## config.mk

```make
export PLATFORM = sky130hd
export DESIGN_NAME = laft_ctrl
export DESIGN_NICKNAME = d
export VERILOG_FILES = /design/src/laft_pkg.sv /design/src/laft_ctrl.sv
export SDC_FILE = /design/constraint.sdc
export NUM_CORES = 1
export LEC_CHECK = 0
export ABC_AREA = 1
export ABC_CLOCK_PERIOD_IN_PS = 3600
export BUFFER_PORTS_ARGS = -buffer_cell sky130_fd_sc_hd__buf_2
export CAP_MARGIN = 40
export CORE_ASPECT_RATIO = 1.4
export CORE_UTILIZATION = 40
export CTS_BUF_LIST = sky130_fd_sc_hd__clkbuf_4
export DETAILED_ROUTE_END_ITERATION = 12
export PLACE_DENSITY = 0.7
export SYNTH_ARGS = -nofsm -noshare
export SYNTH_HDL_FRONTEND = slang
export SYNTH_SLANG_ARGS = --single-unit
```

## constraint.sdc

```tcl
create_clock -name clk_i -period 3.6 [get_ports clk_i]
set_input_delay 0.72 -clock clk_i [delete_from_list [all_inputs] [get_ports clk_i]]
set_output_delay 0.72 -clock clk_i [all_outputs]
set_load 0.005 [all_outputs]
```

## src/laft_pkg.sv

```systemverilog
// Shared types, constants and helpers for the LMS adaptive FIR trainer.
// Used by laft_ctrl, laft_dp and lms_adaptive_fir_trainer; depends on nothing.
`default_nettype none

package laft_pkg;

  // Sizes of the stores
  localparam int MAX_TAPS  = 64;
  localparam int MAX_TRAIN = 4096;
  localparam int TAP_AW    = $clog2(MAX_TAPS);
  localparam int TAP_CW    = $clog2(MAX_TAPS + 1);
  localparam int ST_AW     = $clog2(MAX_TRAIN);
  localparam int ST_CW     = $clog2(MAX_TRAIN + 1);

  // Arithmetic widths
  localparam int SMP_W     = 16;
  localparam int COEF_W    = 32;
  localparam int COEF_FRAC = 28;
  localparam int PROD_W    = COEF_W + SMP_W;
  localparam int ACC_W     = PROD_W + TAP_AW;
  localparam int Y_W       = ACC_W - COEF_FRAC;
  localparam int MU_W      = 16;
  localparam int ERR_W     = SMP_W + 1;
  localparam int MUE_W     = MU_W + 1 + ERR_W;
  localparam int DLT_W     = MUE_W + SMP_W;
  localparam int DLT_SHIFT = 18;
  localparam int QUO_W     = 15;
  localparam int SCL_W     = SMP_W + QUO_W;
  localparam int STEP_CW   = $clog2(QUO_W);
  localparam int FULL_SCALE = 32767;

  // Configuration registers
  localparam int TAP_COUNT_W = 7;
  localparam int TRAIN_LEN_W = 13;
  localparam int STEP_W      = 16;
  localparam int CFG_IDX_W   = 2;
  localparam int CFG_DATA_W  = 16;
  localparam logic [TAP_COUNT_W-1:0] TAP_COUNT_RST = TAP_COUNT_W'(32);
  localparam logic [TRAIN_LEN_W-1:0] TRAIN_LEN_RST = TRAIN_LEN_W'(4096);
  localparam logic [STEP_W-1:0]      STEP_RST      = STEP_W'(328);

  typedef enum logic [CFG_IDX_W-1:0] {
    REG_TAP_COUNT = 2'd0,
    REG_TRAIN_LEN = 2'd1,
    REG_STEP_SIZE = 2'd2
  } cfg_reg_e;

  // Item codes
  localparam logic MODE_LOAD   = 1'b0;
  localparam logic MODE_RUN    = 1'b1;
  localparam logic KIND_FILTER = 1'b0;
  localparam logic KIND_DONE   = 1'b1;

  typedef struct packed {
    logic                    mode;
    logic signed [SMP_W-1:0] desired;
    logic signed [SMP_W-1:0] reference;
    logic                    last;
  } in_item_t;

  typedef struct packed {
    logic                    kind;
    logic signed [SMP_W-1:0] filtered;
  } out_item_t;

  // Controller to datapath commands
  typedef struct packed {
    logic              in_latch;
    logic              load_we;
    logic [ST_AW-1:0]  des_addr;
    logic [ST_AW-1:0]  ref_addr;
    logic              scl_sel;
    logic              peak_clr;
    logic              peak_upd;
    logic              div_init;
    logic              div_step;
    logic              scl_we;
    logic [TAP_AW-1:0] coef_addr;
    logic              coef_we;
    logic [TAP_AW-1:0] ring_addr;
    logic              ring_we;
    logic              ring_clr;
    logic              mac_ring;
    logic              acc_clr;
    logic              mul_en;
    logic              acc_en;
    logic              err_en;
    logic              mue_en;
    logic              dlt_en;
    logic              out_load;
    logic              out_kind;
  } dp_cmd_t;

  // Datapath to controller status
  typedef struct packed {
    logic peak_zero;
  } dp_stat_t;

  // Saturate the shifted accumulator to a sample
  function automatic logic signed [SMP_W-1:0] sat16(input logic signed [Y_W-1:0] v);
    logic hi_ones;
    logic hi_zeros;
    hi_ones  = &v[Y_W-1:SMP_W-1];
    hi_zeros = ~(|v[Y_W-1:SMP_W-1]);
    if (hi_ones || hi_zeros) begin
      sat16 = v[SMP_W-1:0];
    end else begin
      sat16 = v[Y_W-1] ? {1'b1, {(SMP_W-1){1'b0}}} : {1'b0, {(SMP_W-1){1'b1}}};
    end
  endfunction

  // Saturate a coefficient sum to the coefficient width
  function automatic logic signed [COEF_W-1:0] sat32(input logic signed [COEF_W:0] v);
    if (v[COEF_W] == v[COEF_W-1]) begin
      sat32 = v[COEF_W-1:0];
    end else begin
      sat32 = v[COEF_W] ? {1'b1, {(COEF_W-1){1'b0}}} : {1'b0, {(COEF_W-1){1'b1}}};
    end
  endfunction

endpackage

`default_nettype wire

```

## src/laft_ctrl.sv

```systemverilog
// Controller: sequencer for loading, scaling, LMS training and run items.
// Drives laft_dp through dp_cmd_t. Depends on laft_pkg.
`default_nettype none

module laft_ctrl (
  input  wire logic                                clk_i,
  input  wire logic                                rst_ni,
  input  wire logic                                in_valid_i,
  output logic                                     in_stall_o,
  input  wire laft_pkg::in_item_t                  in_item_i,
  output logic                                     out_valid_o,
  input  wire logic                                out_stall_i,
  input  wire logic [laft_pkg::TAP_COUNT_W-1:0]    tap_count_i,
  input  wire logic [laft_pkg::TRAIN_LEN_W-1:0]    train_len_i,
  input  wire laft_pkg::dp_stat_t                  stat_i,
  output laft_pkg::dp_cmd_t                        cmd_o
);

  localparam int ST_N = 22;

  typedef enum logic [ST_N-1:0] {
    S_IDLE    = ST_N'(1) << 0,
    S_LOAD    = ST_N'(1) << 1,
    S_RUN     = ST_N'(1) << 2,
    S_MOD     = ST_N'(1) << 3,
    S_MAC_RD  = ST_N'(1) << 4,
    S_MAC_MUL = ST_N'(1) << 5,
    S_MAC_ACC = ST_N'(1) << 6,
    S_PK_RD   = ST_N'(1) << 7,
    S_PK_CMP  = ST_N'(1) << 8,
    S_PK_END  = ST_N'(1) << 9,
    S_SC_RD   = ST_N'(1) << 10,
    S_SC_MUL  = ST_N'(1) << 11,
    S_SC_DIV  = ST_N'(1) << 12,
    S_SC_WR   = ST_N'(1) << 13,
    S_TR_I    = ST_N'(1) << 14,
    S_ERR     = ST_N'(1) << 15,
    S_MUE     = ST_N'(1) << 16,
    S_UP_RD   = ST_N'(1) << 17,
    S_UP_MUL  = ST_N'(1) << 18,
    S_UP_WR   = ST_N'(1) << 19,
    S_FIN     = ST_N'(1) << 20,
    S_DONE    = ST_N'(1) << 21
  } state_e;

  state_e state_q, state_d;
  logic [laft_pkg::ST_CW-1:0]   i_q, i_d, load_cnt_q, load_cnt_d;
  logic [laft_pkg::TAP_CW-1:0]  k_q, k_d;
  logic [laft_pkg::STEP_CW-1:0] step_q, step_d;
  logic [laft_pkg::TAP_AW-1:0]  p_q, p_d, ridx_q, ridx_d, ptr_q, ptr_d;
  logic trained_q, trained_d, last_q, last_d, train_q, train_d;
  logic sel_q, sel_d, kind_q, kind_d, out_valid_q, out_valid_d;

  // Taps and length in use
  logic [laft_pkg::TAP_CW-1:0] taps;
  logic [laft_pkg::ST_CW-1:0]  len;
  logic [laft_pkg::TAP_CW-1:0] k_inc;
  logic [laft_pkg::TAP_AW-1:0] p_inc;

  always_comb begin
    if (tap_count_i == '0) begin
      taps = laft_pkg::TAP_CW'(1);
    end else if (laft_pkg::TAP_CW'(tap_count_i) > laft_pkg::TAP_CW'(laft_pkg::MAX_TAPS)) begin
      taps = laft_pkg::TAP_CW'(laft_pkg::MAX_TAPS);
    end else begin
      taps = laft_pkg::TAP_CW'(tap_count_i);
    end
    if (laft_pkg::ST_CW'(train_len_i) > laft_pkg::ST_CW'(laft_pkg::MAX_TRAIN)) begin
      len = laft_pkg::ST_CW'(laft_pkg::MAX_TRAIN);
    end else begin
      len = laft_pkg::ST_CW'(train_len_i);
    end
  end

  assign k_inc = k_q + laft_pkg::TAP_CW'(1);
  assign p_inc = p_q + laft_pkg::TAP_AW'(1);

  // Next state and commands
  always_comb begin
    state_d     = state_q;
    i_d         = i_q;
    load_cnt_d  = load_cnt_q;
    k_d         = k_q;
    step_d      = step_q;
    p_d         = p_q;
    ridx_d      = ridx_q;
    ptr_d       = ptr_q;
    trained_d   = trained_q;
    last_d      = last_q;
    train_d     = train_q;
    sel_d       = sel_q;
    kind_d      = kind_q;
    out_valid_d = out_valid_q;
    cmd_o       = '0;

    // Addresses
    cmd_o.scl_sel   = sel_q;
    cmd_o.mac_ring  = !train_q;
    cmd_o.coef_addr = k_q[laft_pkg::TAP_AW-1:0];
    cmd_o.ring_addr = (state_q == S_MOD) ? p_q : ridx_q;
    if (state_q == S_LOAD) begin
      cmd_o.des_addr = load_cnt_q[laft_pkg::ST_AW-1:0];
      cmd_o.ref_addr = load_cnt_q[laft_pkg::ST_AW-1:0];
    end else begin
      cmd_o.des_addr = i_q[laft_pkg::ST_AW-1:0];
      if (state_q inside {S_MAC_RD, S_MAC_MUL, S_MAC_ACC, S_UP_RD, S_UP_MUL, S_UP_WR}) begin
        cmd_o.ref_addr = laft_pkg::ST_AW'(i_q - laft_pkg::ST_CW'(k_q));
      end else begin
        cmd_o.ref_addr = i_q[laft_pkg::ST_AW-1:0];
      end
    end

    // Result taken by the receiver
    if (out_valid_q && !out_stall_i) begin
      out_valid_d = 1'b0;
    end

    case (state_q)
      S_IDLE: begin
        if (in_valid_i) begin
          cmd_o.in_latch = 1'b1;
          last_d         = in_item_i.last;
          state_d        = (in_item_i.mode == laft_pkg::MODE_RUN) ? S_RUN : S_LOAD;
        end
      end
      S_LOAD: begin
        if (load_cnt_q < len) begin
          cmd_o.load_we = 1'b1;
          load_cnt_d    = load_cnt_q + laft_pkg::ST_CW'(1);
        end
        if (last_q) begin
          i_d            = '0;
          sel_d          = 1'b0;
          cmd_o.peak_clr = 1'b1;
          state_d        = S_PK_RD;
        end else begin
          state_d = S_IDLE;
        end
      end
      S_RUN: begin
        if (!trained_q) begin
          cmd_o.acc_clr = 1'b1;
          kind_d        = laft_pkg::KIND_FILTER;
          state_d       = S_DONE;
        end else begin
          p_d     = ptr_q;
          state_d = S_MOD;
        end
      end
      S_MOD: begin
        // Reduce the ring pointer modulo the taps in use
        if (laft_pkg::TAP_CW'(p_q) >= taps) begin
          p_d = laft_pkg::TAP_AW'(laft_pkg::TAP_CW'(p_q) - taps);
        end else begin
          cmd_o.ring_we = 1'b1;
          cmd_o.acc_clr = 1'b1;
          k_d           = '0;
          ridx_d        = p_q;
          train_d       = 1'b0;
          state_d       = S_MAC_RD;
        end
      end
      S_MAC_RD: begin
        state_d = S_MAC_MUL;
      end
      S_MAC_MUL: begin
        cmd_o.mul_en = 1'b1;
        state_d      = S_MAC_ACC;
      end
      S_MAC_ACC: begin
        cmd_o.acc_en = 1'b1;
        k_d          = k_inc;
        ridx_d       = (ridx_q == '0) ? laft_pkg::TAP_AW'(taps - laft_pkg::TAP_CW'(1))
                                      : ridx_q - laft_pkg::TAP_AW'(1);
        if (k_inc == taps) begin
          if (train_q) begin
            state_d = S_ERR;
          end else begin
            ptr_d   = (laft_pkg::TAP_CW'(p_inc) == taps) ? '0 : p_inc;
            kind_d  = laft_pkg::KIND_FILTER;
            state_d = S_DONE;
          end
        end else begin
          state_d = S_MAC_RD;
        end
      end
      S_PK_RD: begin
        state_d = (i_q < len) ? S_PK_CMP : S_PK_END;
      end
      S_PK_CMP: begin
        cmd_o.peak_upd = 1'b1;
        i_d            = i_q + laft_pkg::ST_CW'(1);
        state_d        = S_PK_RD;
      end
      S_PK_END: begin
        i_d = '0;
        if (stat_i.peak_zero) begin
          if (!sel_q) begin
            sel_d          = 1'b1;
            cmd_o.peak_clr = 1'b1;
            state_d        = S_PK_RD;
          end else begin
            i_d     = laft_pkg::ST_CW'(taps);
            state_d = S_TR_I;
          end
        end else begin
          state_d = S_SC_RD;
        end
      end
      S_SC_RD: begin
        if (i_q < len) begin
          state_d = S_SC_MUL;
        end else if (!sel_q) begin
          sel_d          = 1'b1;
          i_d            = '0;
          cmd_o.peak_clr = 1'b1;
          state_d        = S_PK_RD;
        end else begin
          i_d     = laft_pkg::ST_CW'(taps);
          state_d = S_TR_I;
        end
      end
      S_SC_MUL: begin
        cmd_o.div_init = 1'b1;
        step_d         = '0;
        state_d        = S_SC_DIV;
      end
      S_SC_DIV: begin
        cmd_o.div_step = 1'b1;
        step_d         = step_q + laft_pkg::STEP_CW'(1);
        if (step_q == laft_pkg::STEP_CW'(laft_pkg::QUO_W - 1)) begin
          state_d = S_SC_WR;
        end
      end
      S_SC_WR: begin
        cmd_o.scl_we = 1'b1;
        i_d          = i_q + laft_pkg::ST_CW'(1);
        state_d      = S_SC_RD;
      end
      S_TR_I: begin
        if (i_q < len) begin
          cmd_o.acc_clr = 1'b1;
          k_d           = '0;
          train_d       = 1'b1;
          state_d       = S_MAC_RD;
        end else begin
          state_d = S_FIN;
        end
      end
      S_ERR: begin
        cmd_o.err_en = 1'b1;
        state_d      = S_MUE;
      end
      S_MUE: begin
        cmd_o.mue_en = 1'b1;
        k_d          = '0;
        state_d      = S_UP_RD;
      end
      S_UP_RD: begin
        state_d = S_UP_MUL;
      end
      S_UP_MUL: begin
        cmd_o.dlt_en = 1'b1;
        state_d      = S_UP_WR;
      end
      S_UP_WR: begin
        cmd_o.coef_we = 1'b1;
        k_d           = k_inc;
        if (k_inc == taps) begin
          i_d     = i_q + laft_pkg::ST_CW'(1);
          state_d = S_TR_I;
        end else begin
          state_d = S_UP_RD;
        end
      end
      S_FIN: begin
        cmd_o.ring_clr = 1'b1;
        ptr_d          = '0;
        load_cnt_d     = '0;
        trained_d      = 1'b1;
        kind_d         = laft_pkg::KIND_DONE;
        state_d        = S_DONE;
      end
      S_DONE: begin
        // Hand the result to the output register once it is free
        if (!out_valid_q || !out_stall_i) begin
          cmd_o.out_load = 1'b1;
          cmd_o.out_kind = kind_q;
          out_valid_d    = 1'b1;
          state_d        = S_IDLE;
        end
      end
      default: begin
        state_d = S_IDLE;
      end
    endcase
  end

  always_ff @(posedge clk_i or negedge rst_ni) begin
    if (!rst_ni) begin
      state_q     <= S_IDLE;
      i_q         <= '0;
      load_cnt_q  <= '0;
      k_q         <= '0;
      step_q      <= '0;
      p_q         <= '0;
      ridx_q      <= '0;
      ptr_q       <= '0;
      trained_q   <= 1'b0;
      last_q      <= 1'b0;
      train_q     <= 1'b0;
      sel_q       <= 1'b0;
      kind_q      <= laft_pkg::KIND_FILTER;
      out_valid_q <= 1'b0;
    end else begin
      state_q     <= state_d;
      i_q         <= i_d;
      load_cnt_q  <= load_cnt_d;
      k_q         <= k_d;
      step_q      <= step_d;
      p_q         <= p_d;
      ridx_q      <= ridx_d;
      ptr_q       <= ptr_d;
      trained_q   <= trained_d;
      last_q      <= last_d;
      train_q     <= train_d;
      sel_q       <= sel_d;
      kind_q      <= kind_d;
      out_valid_q <= out_valid_d;
    end
  end

  assign in_stall_o  = (state_q != S_IDLE);
  assign out_valid_o = out_valid_q;

endmodule

`default_nettype wire

```

# Word level (Yosys, flattened, before mapping)
# Cells that the tools add are included.
totals:
  regBits: 83
  in_bits: 59
  out_inout_bits: 58
  elab_cells: 185
op_classes:
  addsub: 9
  n_lt_le_gt_ge: 5
  eq_ne: 41
  muxes: 85
  reduce_logical: 31
ops:
  columns: ["cell", "n"]
  rows:
  - ["22-bit one-hot mux with 22 select lines", 1]
  - ["22-bit two-way mux", 9]
  - ["13-bit two-way mux", 5]
  - ["13-bit one-hot mux with 5 select lines", 1]
  - ["6-bit two-way mux", 8]
  - ["7-bit two-way mux", 6]
  - ["6-bit one-hot mux with 2 select lines", 3]
  - ["1-bit two-way mux", 34]
  - ["7-bit one-hot mux with 4 select lines", 1]
  - ["13-bit by 1-bit adder with 13-bit output, second input constant", 2]
  - ["13-bit < comparator", 2]
  - ["13-bit one-hot mux with 2 select lines", 1]
  - ["24-bit two-way mux", 1]
  - ["22-bit by 1-bit == test with 1-bit output, second input constant", 1]
  - ["22-bit by 10-bit == test with 1-bit output, second input constant", 1]
  - ["22-bit by 11-bit == test with 1-bit output, second input constant", 1]
  - ["22-bit by 12-bit == test with 1-bit output, second input constant", 1]
  - ["22-bit by 13-bit == test with 1-bit output, second input constant", 1]
  - ["22-bit by 14-bit == test with 1-bit output, second input constant", 1]
  - ["22-bit by 15-bit == test with 1-bit output, second input constant", 1]
  - ["22-bit by 16-bit == test with 1-bit output, second input constant", 1]
  - ["22-bit by 17-bit == test with 1-bit output, second input constant", 1]
  - ["22-bit by 18-bit == test with 1-bit output, second input constant", 1]
  - ["22-bit by 19-bit == test with 1-bit output, second input constant", 1]
  - ["51 further kinds", 86]

# Logic depth before layout (Yosys ltp)
# Gate-level depths: netlist of run 1.
logic_depth:
  ltp_word: 8
  mapped_depth: 19

# Worst setup path after synthesis of run 1
# OpenSTA, ideal clock, no wires.
synth_path:
  path_kind: "input-to-output"
  startpoint: "input train_len_i[6] in the netlist's numbering"
  endpoint: "output cmd_o[28] in the netlist's numbering"
  arrival_ns: 2.420
  required_ns: 2.880
  setup_slack_ns: 0.460
  stages: 16
  path_buffers: 1
  path_cell_list: "nor2_1 > nand2_1 > nor2_1 > nand2_1 > nand2_1 > buf_2 > nand2_1 > ha_1 > a21oi_1 > nor2_1 > a211oi_1 > nand2_1 > nand2_1 > nand2_1 > nor2_1 > o21ai_1"
synth_lines:
  columns: ["item", "line_no", "source"]
  rows:
  - ["from (decl)", "laft_ctrl.sv:14", "input wire logic [laft_pkg::TRAIN_LEN_W-1:0] train_len_i,"]
  - ["to (decl)", "laft_ctrl.sv:16", "output laft_pkg::dp_cmd_t cmd_o"]

==> results.py, run 1 <==
metrics = {
    "run_status": {
        "run_status": "completed",
    },
    "layout": {
        "layout.nets": 1344,
        "drive_gt1_frac": 0.158,
        "fin_cells": 1485,
        "fin_util": 0.468,
        "layout_common_cells": "nand2_1 (331), inv_1 (131), nand3_1 (125)",
        "design_area_mm2": 0.00849,
        "area_delta_synth_final_pct": 13.4,
        "layout_commonest_cell": "nand2_1",
        "fillCellCount": 1944,
    },
    "setup_path": {
        "cp_data_arrival_time_ns": 2.74,
        "path_cells": "nor2_2 -> nand3_2 -> clkinv_4 -> nand4_2 -> nand2_2 -> nand3b_4 -> nand4_1 -> o21ai_0 -> buf_2",
        "cp_data_required_time_ns": 2.88,
        "setup.worst_path.end": "cmd_o[39]",
        "r2r-start": "state_q[14]",
        "worst_r2r_path_depth": 14,
        "crit_slowest_cell": "dfrtp_1",
        "critical_path_depth": 9,
        "worstReg2RegEnd": "i_q[2]",
        "regToRegSetupSlack_ns": 1.13,
        "cp-start-kind": "register",
        "crit_start": "state_q[19]",
        "path_buf_inv": 2,
        "cpPeakStageDelay_ns": 0.43,
        "cpLargestDelayFamily": "simple AND/OR/NAND/NOR gates",
        "cp-end-kind": "output pin",
        "path_class": "reg2out",
        "path_max_fanout": 20,
    },
    "yosys": {
        "synth.avg_cell_area_um2": 6.52,
        "ys_seq_area_frac": 0.278,
        "synth_warnings": 0,
        "synth-main-ff-cell": "dfrtp_1",
        "syn_area_mm2": 0.00748,
        "yosysTopAreaCellShare": 0.274,
        "synth_top_cell_by_area": "dfrtp_1",
        "syn_inst": 1147,
        "async_flop_share": 1.00,
        "ys_top_cells_by_area": "dfrtp_1 (27%), nand2_1 (17%), nand3_1 (8.4%)",
        "ys_seq_elements": 83,
        "synth_cell_types": 49,
        "synth-edff-count": 0,
        "syn-num-nets": 1252,
    },
    "sta": {
        "fmax_ghz": 0.289,
        "hold_viol": 0,
        "rsz0062_at_grt": "true",
        "maxSlewViolCount": 0,
        "setup_viol": 0,
        "fin_crit_ns": 3.46,
        "relSlewSlack": 0.649,
        "fin_crit_sh": 0.961,
        "tightest_slew_ns": 0.525,
        "finClkSkew_ns": 0.0207,
    },
    "clocking": {
        "cts.sinks": 83,
        "cts_hold_buf": 0,
        "h-tree-depth": 3,
        "cts_tree": "yes",
        "ctsLongestPathBuffers": 2,
        "clockRootBuffer": "clkbuf_4",
        "insertion_delay_ns": 0.46,
        "cts.clk_slew.worst_paths_ns": 0.14,
        "cts_buffers": 9,
    },
    "global_routing": {
        "use_met1": 0.280,
        "antenna_found_initial": 1,
        "gr-total-overflow": 0,
        "met2_usage": 0.428,
        "busiest_layer": "met2",
        "grt_pass1_wl_um": 36500,
        "track_usage": 0.239,
        "first_global_vias": 7282,
        "grt_start_max_net_pins": 59,
        "met3_usage": 0.0264,
    },
    "drt": {
        "num_vias": 7797,
        "wirelength_um": 22400,
        "final_antenna_net_count": 0,
        "drc_errors": 0,
        "drtIter0Drc": 510,
        "drt-pass1-iter-count": 5,
        "routedWlPerCell_um": 15.1,
        "vias_per_cell": 5.25,
    },
    "placement": {
        "dp_cells": 1466,
        "dpl.hpwl_um": 17900,
        "dpl-instance-area_mm2": 0.00822,
        "portBuffers": 84,
        "gp_congestion": 0.912,
    },
    "floorplanning": {
        "die_w_um": 118,
        "start_util": 0.412,
        "core-area_mm2": 0.0181,
        "chipHeight_um": 164,
        "rows": 58,
        "dieArea_mm2": 0.0193,
        "io_pins": 117,
    },
    "power_and_ir_drop": {
        "max-vdd-ir-drop_uv": 276,
        "leakage_nw": 4.79,
        "power_density_mw_per_mm2": 321,
    },
    "run": {
        "max_cap_viol_count": 0,
    },
    "min_path": {
        "hold_class": "in2async",
    },
}
-- sequential cells by signal, summed over array words and instances, names as in the netlist --
name	cells
load_cnt_q	13
p_q	6
ridx_q	6
sel_q	1
out_valid_o	1
state_q	22
kind_q	1
step_q	4
k_q	7
ptr_q	6
trained_q	1
train_q	1
i_q	13
last_q	1
-- report_power, final --
part           total [mW]  switching (mW)  internal, mW
sequential           1.09          0.0919         0.998
clock               0.654           0.363         0.291
combinational       0.977           0.657         0.319
total                2.72            1.11          1.61
-- layer usage --
| metal | vias up | routed length (µm) |
|---|---|---|
| met1 | 3571 | 9200 |
| met3 | 68 | 921 |
| met4 | 0 | 1160 |
| li1 | 3928 | - |
| met5 | - | 0 |
| met2 | 230 | 11100 |
-- how the worst min path moves through the flow --
| stage | end | slack (ns) | cells past startpoint | startpoint |
|---|---|---|---|---|
| CTS | state_q[19] | 0.11 | 1 | rst_ni |
| finish | state_q[19] | 0.13 | 1 | rst_ni |
| global route | state_q[19] | 0.12 | 1 | rst_ni |
| detailed placement | k_q[6] | 0.49 | 2 | k_q[6] |
| floorplan | i_q[0] | 0.42 | 0 | rst_ni |
| global placement | k_q[6] | 0.48 | 2 | k_q[6] |
-- cell usage after synthesis (2+ instances only) --
cell	n
clkbuf_1	11
inv_2	10
buf_2	5
xor2_1	25
nor4_1	2
mux2i_1	2
dfrtp_1	82
nand2_1	335
buf_4	12
fa_1	2
o22ai_1	4
nor3_1	17
nand2_2	15
o21a_1	2
inv_1	131
buf_6	4
nor2_1	108
nor2_2	9
nand3_1	125
o21bai_1	4
o211ai_1	6
a21oi_1	37
nand3b_1	4
ha_1	44
nor3_2	3
nor3b_1	4
nand3_2	4
nand4_2	2
o21ai_1	6
clkinv_1	2
nand4_1	39
or2_1	2
o21ai_0	59
nor2_4	3
nand2_4	3
xnor2_1	11
-- kinds of logic (layout without fill, tap and decap cells) --
| logic type | after synthesis | after routing | share of synthesized area |
|---|---|---|---|
| AO/OA/AOI/OAI | 123 | 123 | 0.0887 |
| XOR/XNOR | 36 | 36 | 0.0422 |
| adder cells (fa/ha/maj) | 46 | 46 | 0.0790 |
| buffers and inverters | 176 | 273 | 0.0994 |
| flip-flops | 83 | 83 | 0.278 |
| multiplexers | 2 | 2 | 0.00268 |
| other | 0 | 1 | 0 |
| AND/OR/NAND/NOR | 681 | 681 | 0.410 |
-- what timing repair did --
item                                    CTS  global route
pin swaps                                 2             4
resized for setup                         3            21
setup buffers                             2             0
endpoints found under the setup margin    2             9
cloned                                    0             0
-- stage by stage --
stage	setup TNS [ns]	power, mW	hold slack [ns]	setup WS (ns)
floorplan	0	1.78	0.424	0.460
global placement	0	2.03	0.477	0.0680
detailed placement	0	2.05	0.489	0.0469
CTS	0	2.73	0.110	0.0338
global route	-0.0740	2.91	0.121	-0.0342
finish	0	2.72	0.135	0.141
-- worst reg2reg max path, stage by stage, from the launching register on --
cell and delay [ns]:
dfrtp_1 0.43, nor2_2 0.17, nand2_2 0.12, nor2_4 0.23, buf_4 0.21, nand2_1 0.08, nor2_2 0.08, buf_4 0.27
nor2_1 0.08, nand3b_1 0.08, nand2_1 0.07, clkinv_2 0.19, nand3_4 0.20, nand2_1 0.11, nand2_1 0.06
-- area by class of cell --
type                            count  area [µm²]  area share
Tap cell                          240         300      0.0354
Timing Repair Buffer              113         664      0.0783
Clock inverter                      6        90.1      0.0106
Inverter                          144         547      0.0644
Sequential cell                    83        2080       0.245
Multi-Input combinational cell    888        4730       0.557
Antenna cell                        1        2.50    0.000295
Clock buffer                       10        75.1     0.00885
No activity file was read; power rests on OpenSTA's default activity.
==> run 2, diff against run 1 <==
--- a/config.mk
+++ b/config.mk
@@ -10,10 +10,10 @@
 export BUFFER_PORTS_ARGS = -buffer_cell sky130_fd_sc_hd__buf_2
 export CAP_MARGIN = 40
 export CORE_ASPECT_RATIO = 1.4
-export CORE_UTILIZATION = 40
+export CORE_UTILIZATION = 25
 export CTS_BUF_LIST = sky130_fd_sc_hd__clkbuf_4
 export DETAILED_ROUTE_END_ITERATION = 12
-export PLACE_DENSITY = 0.7
+export PLACE_DENSITY = 0.52
 export SYNTH_ARGS = -nofsm -noshare
 export SYNTH_HDL_FRONTEND = slang
 export SYNTH_SLANG_ARGS = --single-unit
==> run 2 against run 1 <==
Flip-flop and latch count unchanged. Global-route usage decreased by 6.7 points. Via count increased by 0.77%. Wire length increased by 14%. Register-to-register slack improved by 0.06 ns. Power decreased by 0.86%. Clock skew increased by 0.018 ns. Worst setup slack got worse by 0.00097 ns. Non-clock buffer count rose by 22. Critical path type is now in2out. Critical endpoint is now cmd_o[54].
==> results.py, run 2 (same netlist as run 1, synthesis figures left out) <==
metrics = {
    "sta": {
        "hold_slack_ns": 0.265,
        "setup_viol": 0,
        "fin_ws_ns": 0.140,
        "finClkSkew_ns": 0.0391,
        "tightest_slew_ns": 0.803,
        "maxSlewViolCount": 0,
        "fin_setup_tns_ns": 0,
        "fmax_ghz": 0.289,
        "fin_crit_sh": 0.961,
        "relSlewSlack": 0.465,
        "rsz0062_at_grt": "true",
        "hold_viol": 0,
        "fin_crit_ns": 3.46,
    },
    "global_routing": {
        "track_usage": 0.172,
        "grt_pass1_wl_um": 40300,
        "grt_start_max_net_pins": 58,
        "antenna_found_initial": 1,
        "first_global_vias": 7577,
        "gr-total-overflow": 0,
    },
    "layout": {
        "drive_gt1_frac": 0.179,
        "layout_commonest_cell": "nand2_1",
        "largest_reg_flops": 22,
        "fin_cells": 1647,
        "layout.nets": 1366,
        "regMostFlops": "state_q",
        "reg.largest.list": "state_q x22, i_q x13, load_cnt_q x13",
        "final-seq-area_mm2": 0.00208,
        "layout_common_cells": "nand2_1 (332), inv_1 (131), nand3_1 (124)",
        "fillCellCount": 3327,
        "multi_input_area_mm2": 0.00476,
        "area_delta_synth_final_pct": 17.6,
    },
    "drt": {
        "wirelength_um": 25600,
        "vias_per_cell": 4.77,
        "drc_errors": 0,
        "num_vias": 7857,
        "drtIter0Drc": 494,
        "routedWlPerCell_um": 15.6,
        "drt-pass1-iter-count": 5,
        "final_antenna_net_count": 0,
    },
    "floorplanning": {
        "die_w_um": 148,
        "start_util": 0.256,
        "rows": 74,
        "chipHeight_um": 207,
        "io_pins": 117,
        "core-area_mm2": 0.0293,
        "dieArea_mm2": 0.0306,
    },
    "setup_path": {
        "cp-start-kind": "primary input",
        "crit_start": "train_len_i[2]",
        "r2r-start": "k_q[1]",
        "cp_data_arrival_time_ns": 2.74,
        "path_max_fanout": 5,
        "cp_data_required_time_ns": 2.88,
        "path_class": "in2out",
        "cp-end-kind": "output pin",
    },
    "power_and_ir_drop": {
        "power_density_mw_per_mm2": 307,
        "p_int_mw": 1.56,
        "max-vdd-ir-drop_uv": 179,
        "p_comb_frac": 0.374,
        "p_clk_frac": 0.221,
        "p_sw_mw": 1.14,
        "leakage_nw": 4.89,
        "seqPwrFrac": 0.405,
        "switching_share": 0.423,
    },
    "placement": {
        "portBuffers": 84,
        "preCtsSetupSlack_ns": -0.000874,
        "dpl.hpwl_um": 20500,
        "dp_cells": 1625,
        "gp_congestion": 0.904,
    },
    "clocking": {
        "ctsLongestPathBuffers": 2,
        "cts.sinks": 83,
        "clockRootBuffer": "clkbuf_4",
        "cts_buffers": 9,
        "cts_tree": "yes",
        "insertion_delay_ns": 0.52,
        "cts_hold_buf": 0,
        "cts.clk_slew.worst_paths_ns": 0.17,
        "h-tree-depth": 3,
    },
    "run_status": {
        "run_status": "completed",
    },
    "min_path": {
        "hold_class": "in2async",
    },
    "run": {
        "max_cap_viol_count": 0,
    },
}
==> run 2: cell count changes in the layout (fill, tap and decap cells not counted), moves of 3 or more <==
cell,before,now
buf_4,28,52
clkinv_4,4,0
o21ai_0,54,50
o21ai_1,10,14
nor2_1,105,102
==> run 2: cell type report <==
class,instances,share of cell area
Clock inverter,4,0.00498
Timing Repair Buffer,135,0.0916
Multi-Input combinational cell,888,0.541
Antenna cell,1,0.000284
Clock buffer,12,0.0102
Sequential cell,83,0.236
Inverter,144,0.0619
Tap cell,380,0.0540
==> run 2: path summary, 6_finish.rpt <==
check | to | slack, ns | cells past startpoint
worst max register to register | i_q[2] | 1.19 | 14
max in group asynchronous | ptr_q[3] | 2.59 | 2
worst min-delay path | state_q[7] | 0.27 | 1
worst min register to register | out_valid_o | 0.52 | 2
min in group clk_i | state_q[1] | 0.38 | 2
worst max-delay path | cmd_o[54] | 0.14 | 20
==> run 2: worst max-delay path, cell delays in order <==
cell and delay (ns):
buf_2 0.11, nor2_1 0.11, nand2_1 0.07, nor2_1 0.08
nand2_1 0.05, nand2_1 0.07, buf_4 0.13, nand2_1 0.07
buf_4 0.14, ha_1 0.30, a21oi_2 0.16, o21ai_1 0.10
nand2_1 0.07, nand2_1 0.05, nand2_1 0.06, nand2_1 0.06
a21oi_2 0.13, nand2_2 0.09, inv_2 0.07, buf_2 0.11
==> run 2: what timing repair did <==
item,4_1_cts,5_1_grt
gates resized for setup,5,29
setup buffers,1,4
pin swaps,1,8
hold endpoints to repair,0,0
setup endpoints to repair,5,13
==> run 2: power by group through the flow <==
stage	combinational, mW	clock (mW)	sequential [mW]
global placement	0.989	0	1.11
global route	1.15	0.655	1.11
floorplan	0.717	0	1.07
detailed placement	0.996	0	1.11
finish	1.01	0.597	1.09
CTS	1.00	0.625	1.09
==> run 2: metrics by stage <==
| step | power (mW) | area, µm² | utilization |
|---|---|---|---|
| after floorplan | 1.78 | 7480 | - |
| after global placement | 2.10 | 8520 | 0.291 |
| after detailed placement | 2.11 | 8520 | 0.291 |
| after CTS | 2.72 | 8670 | 0.296 |
| after global routing | 2.91 | 8800 | 0.301 |
| final | 2.70 | 8800 | 0.301 |
==> run 2: metal layers <==
metal,share of wire,wire length [µm],GRT usage,up-vias
met5,0,0,0,-
met4,0.031,797,0.0806,0
met3,0.033,835,0.0251,45
met2,0.52,13300,0.321,155
met1,0.42,10700,0.190,3699
li1,-,-,-,3958
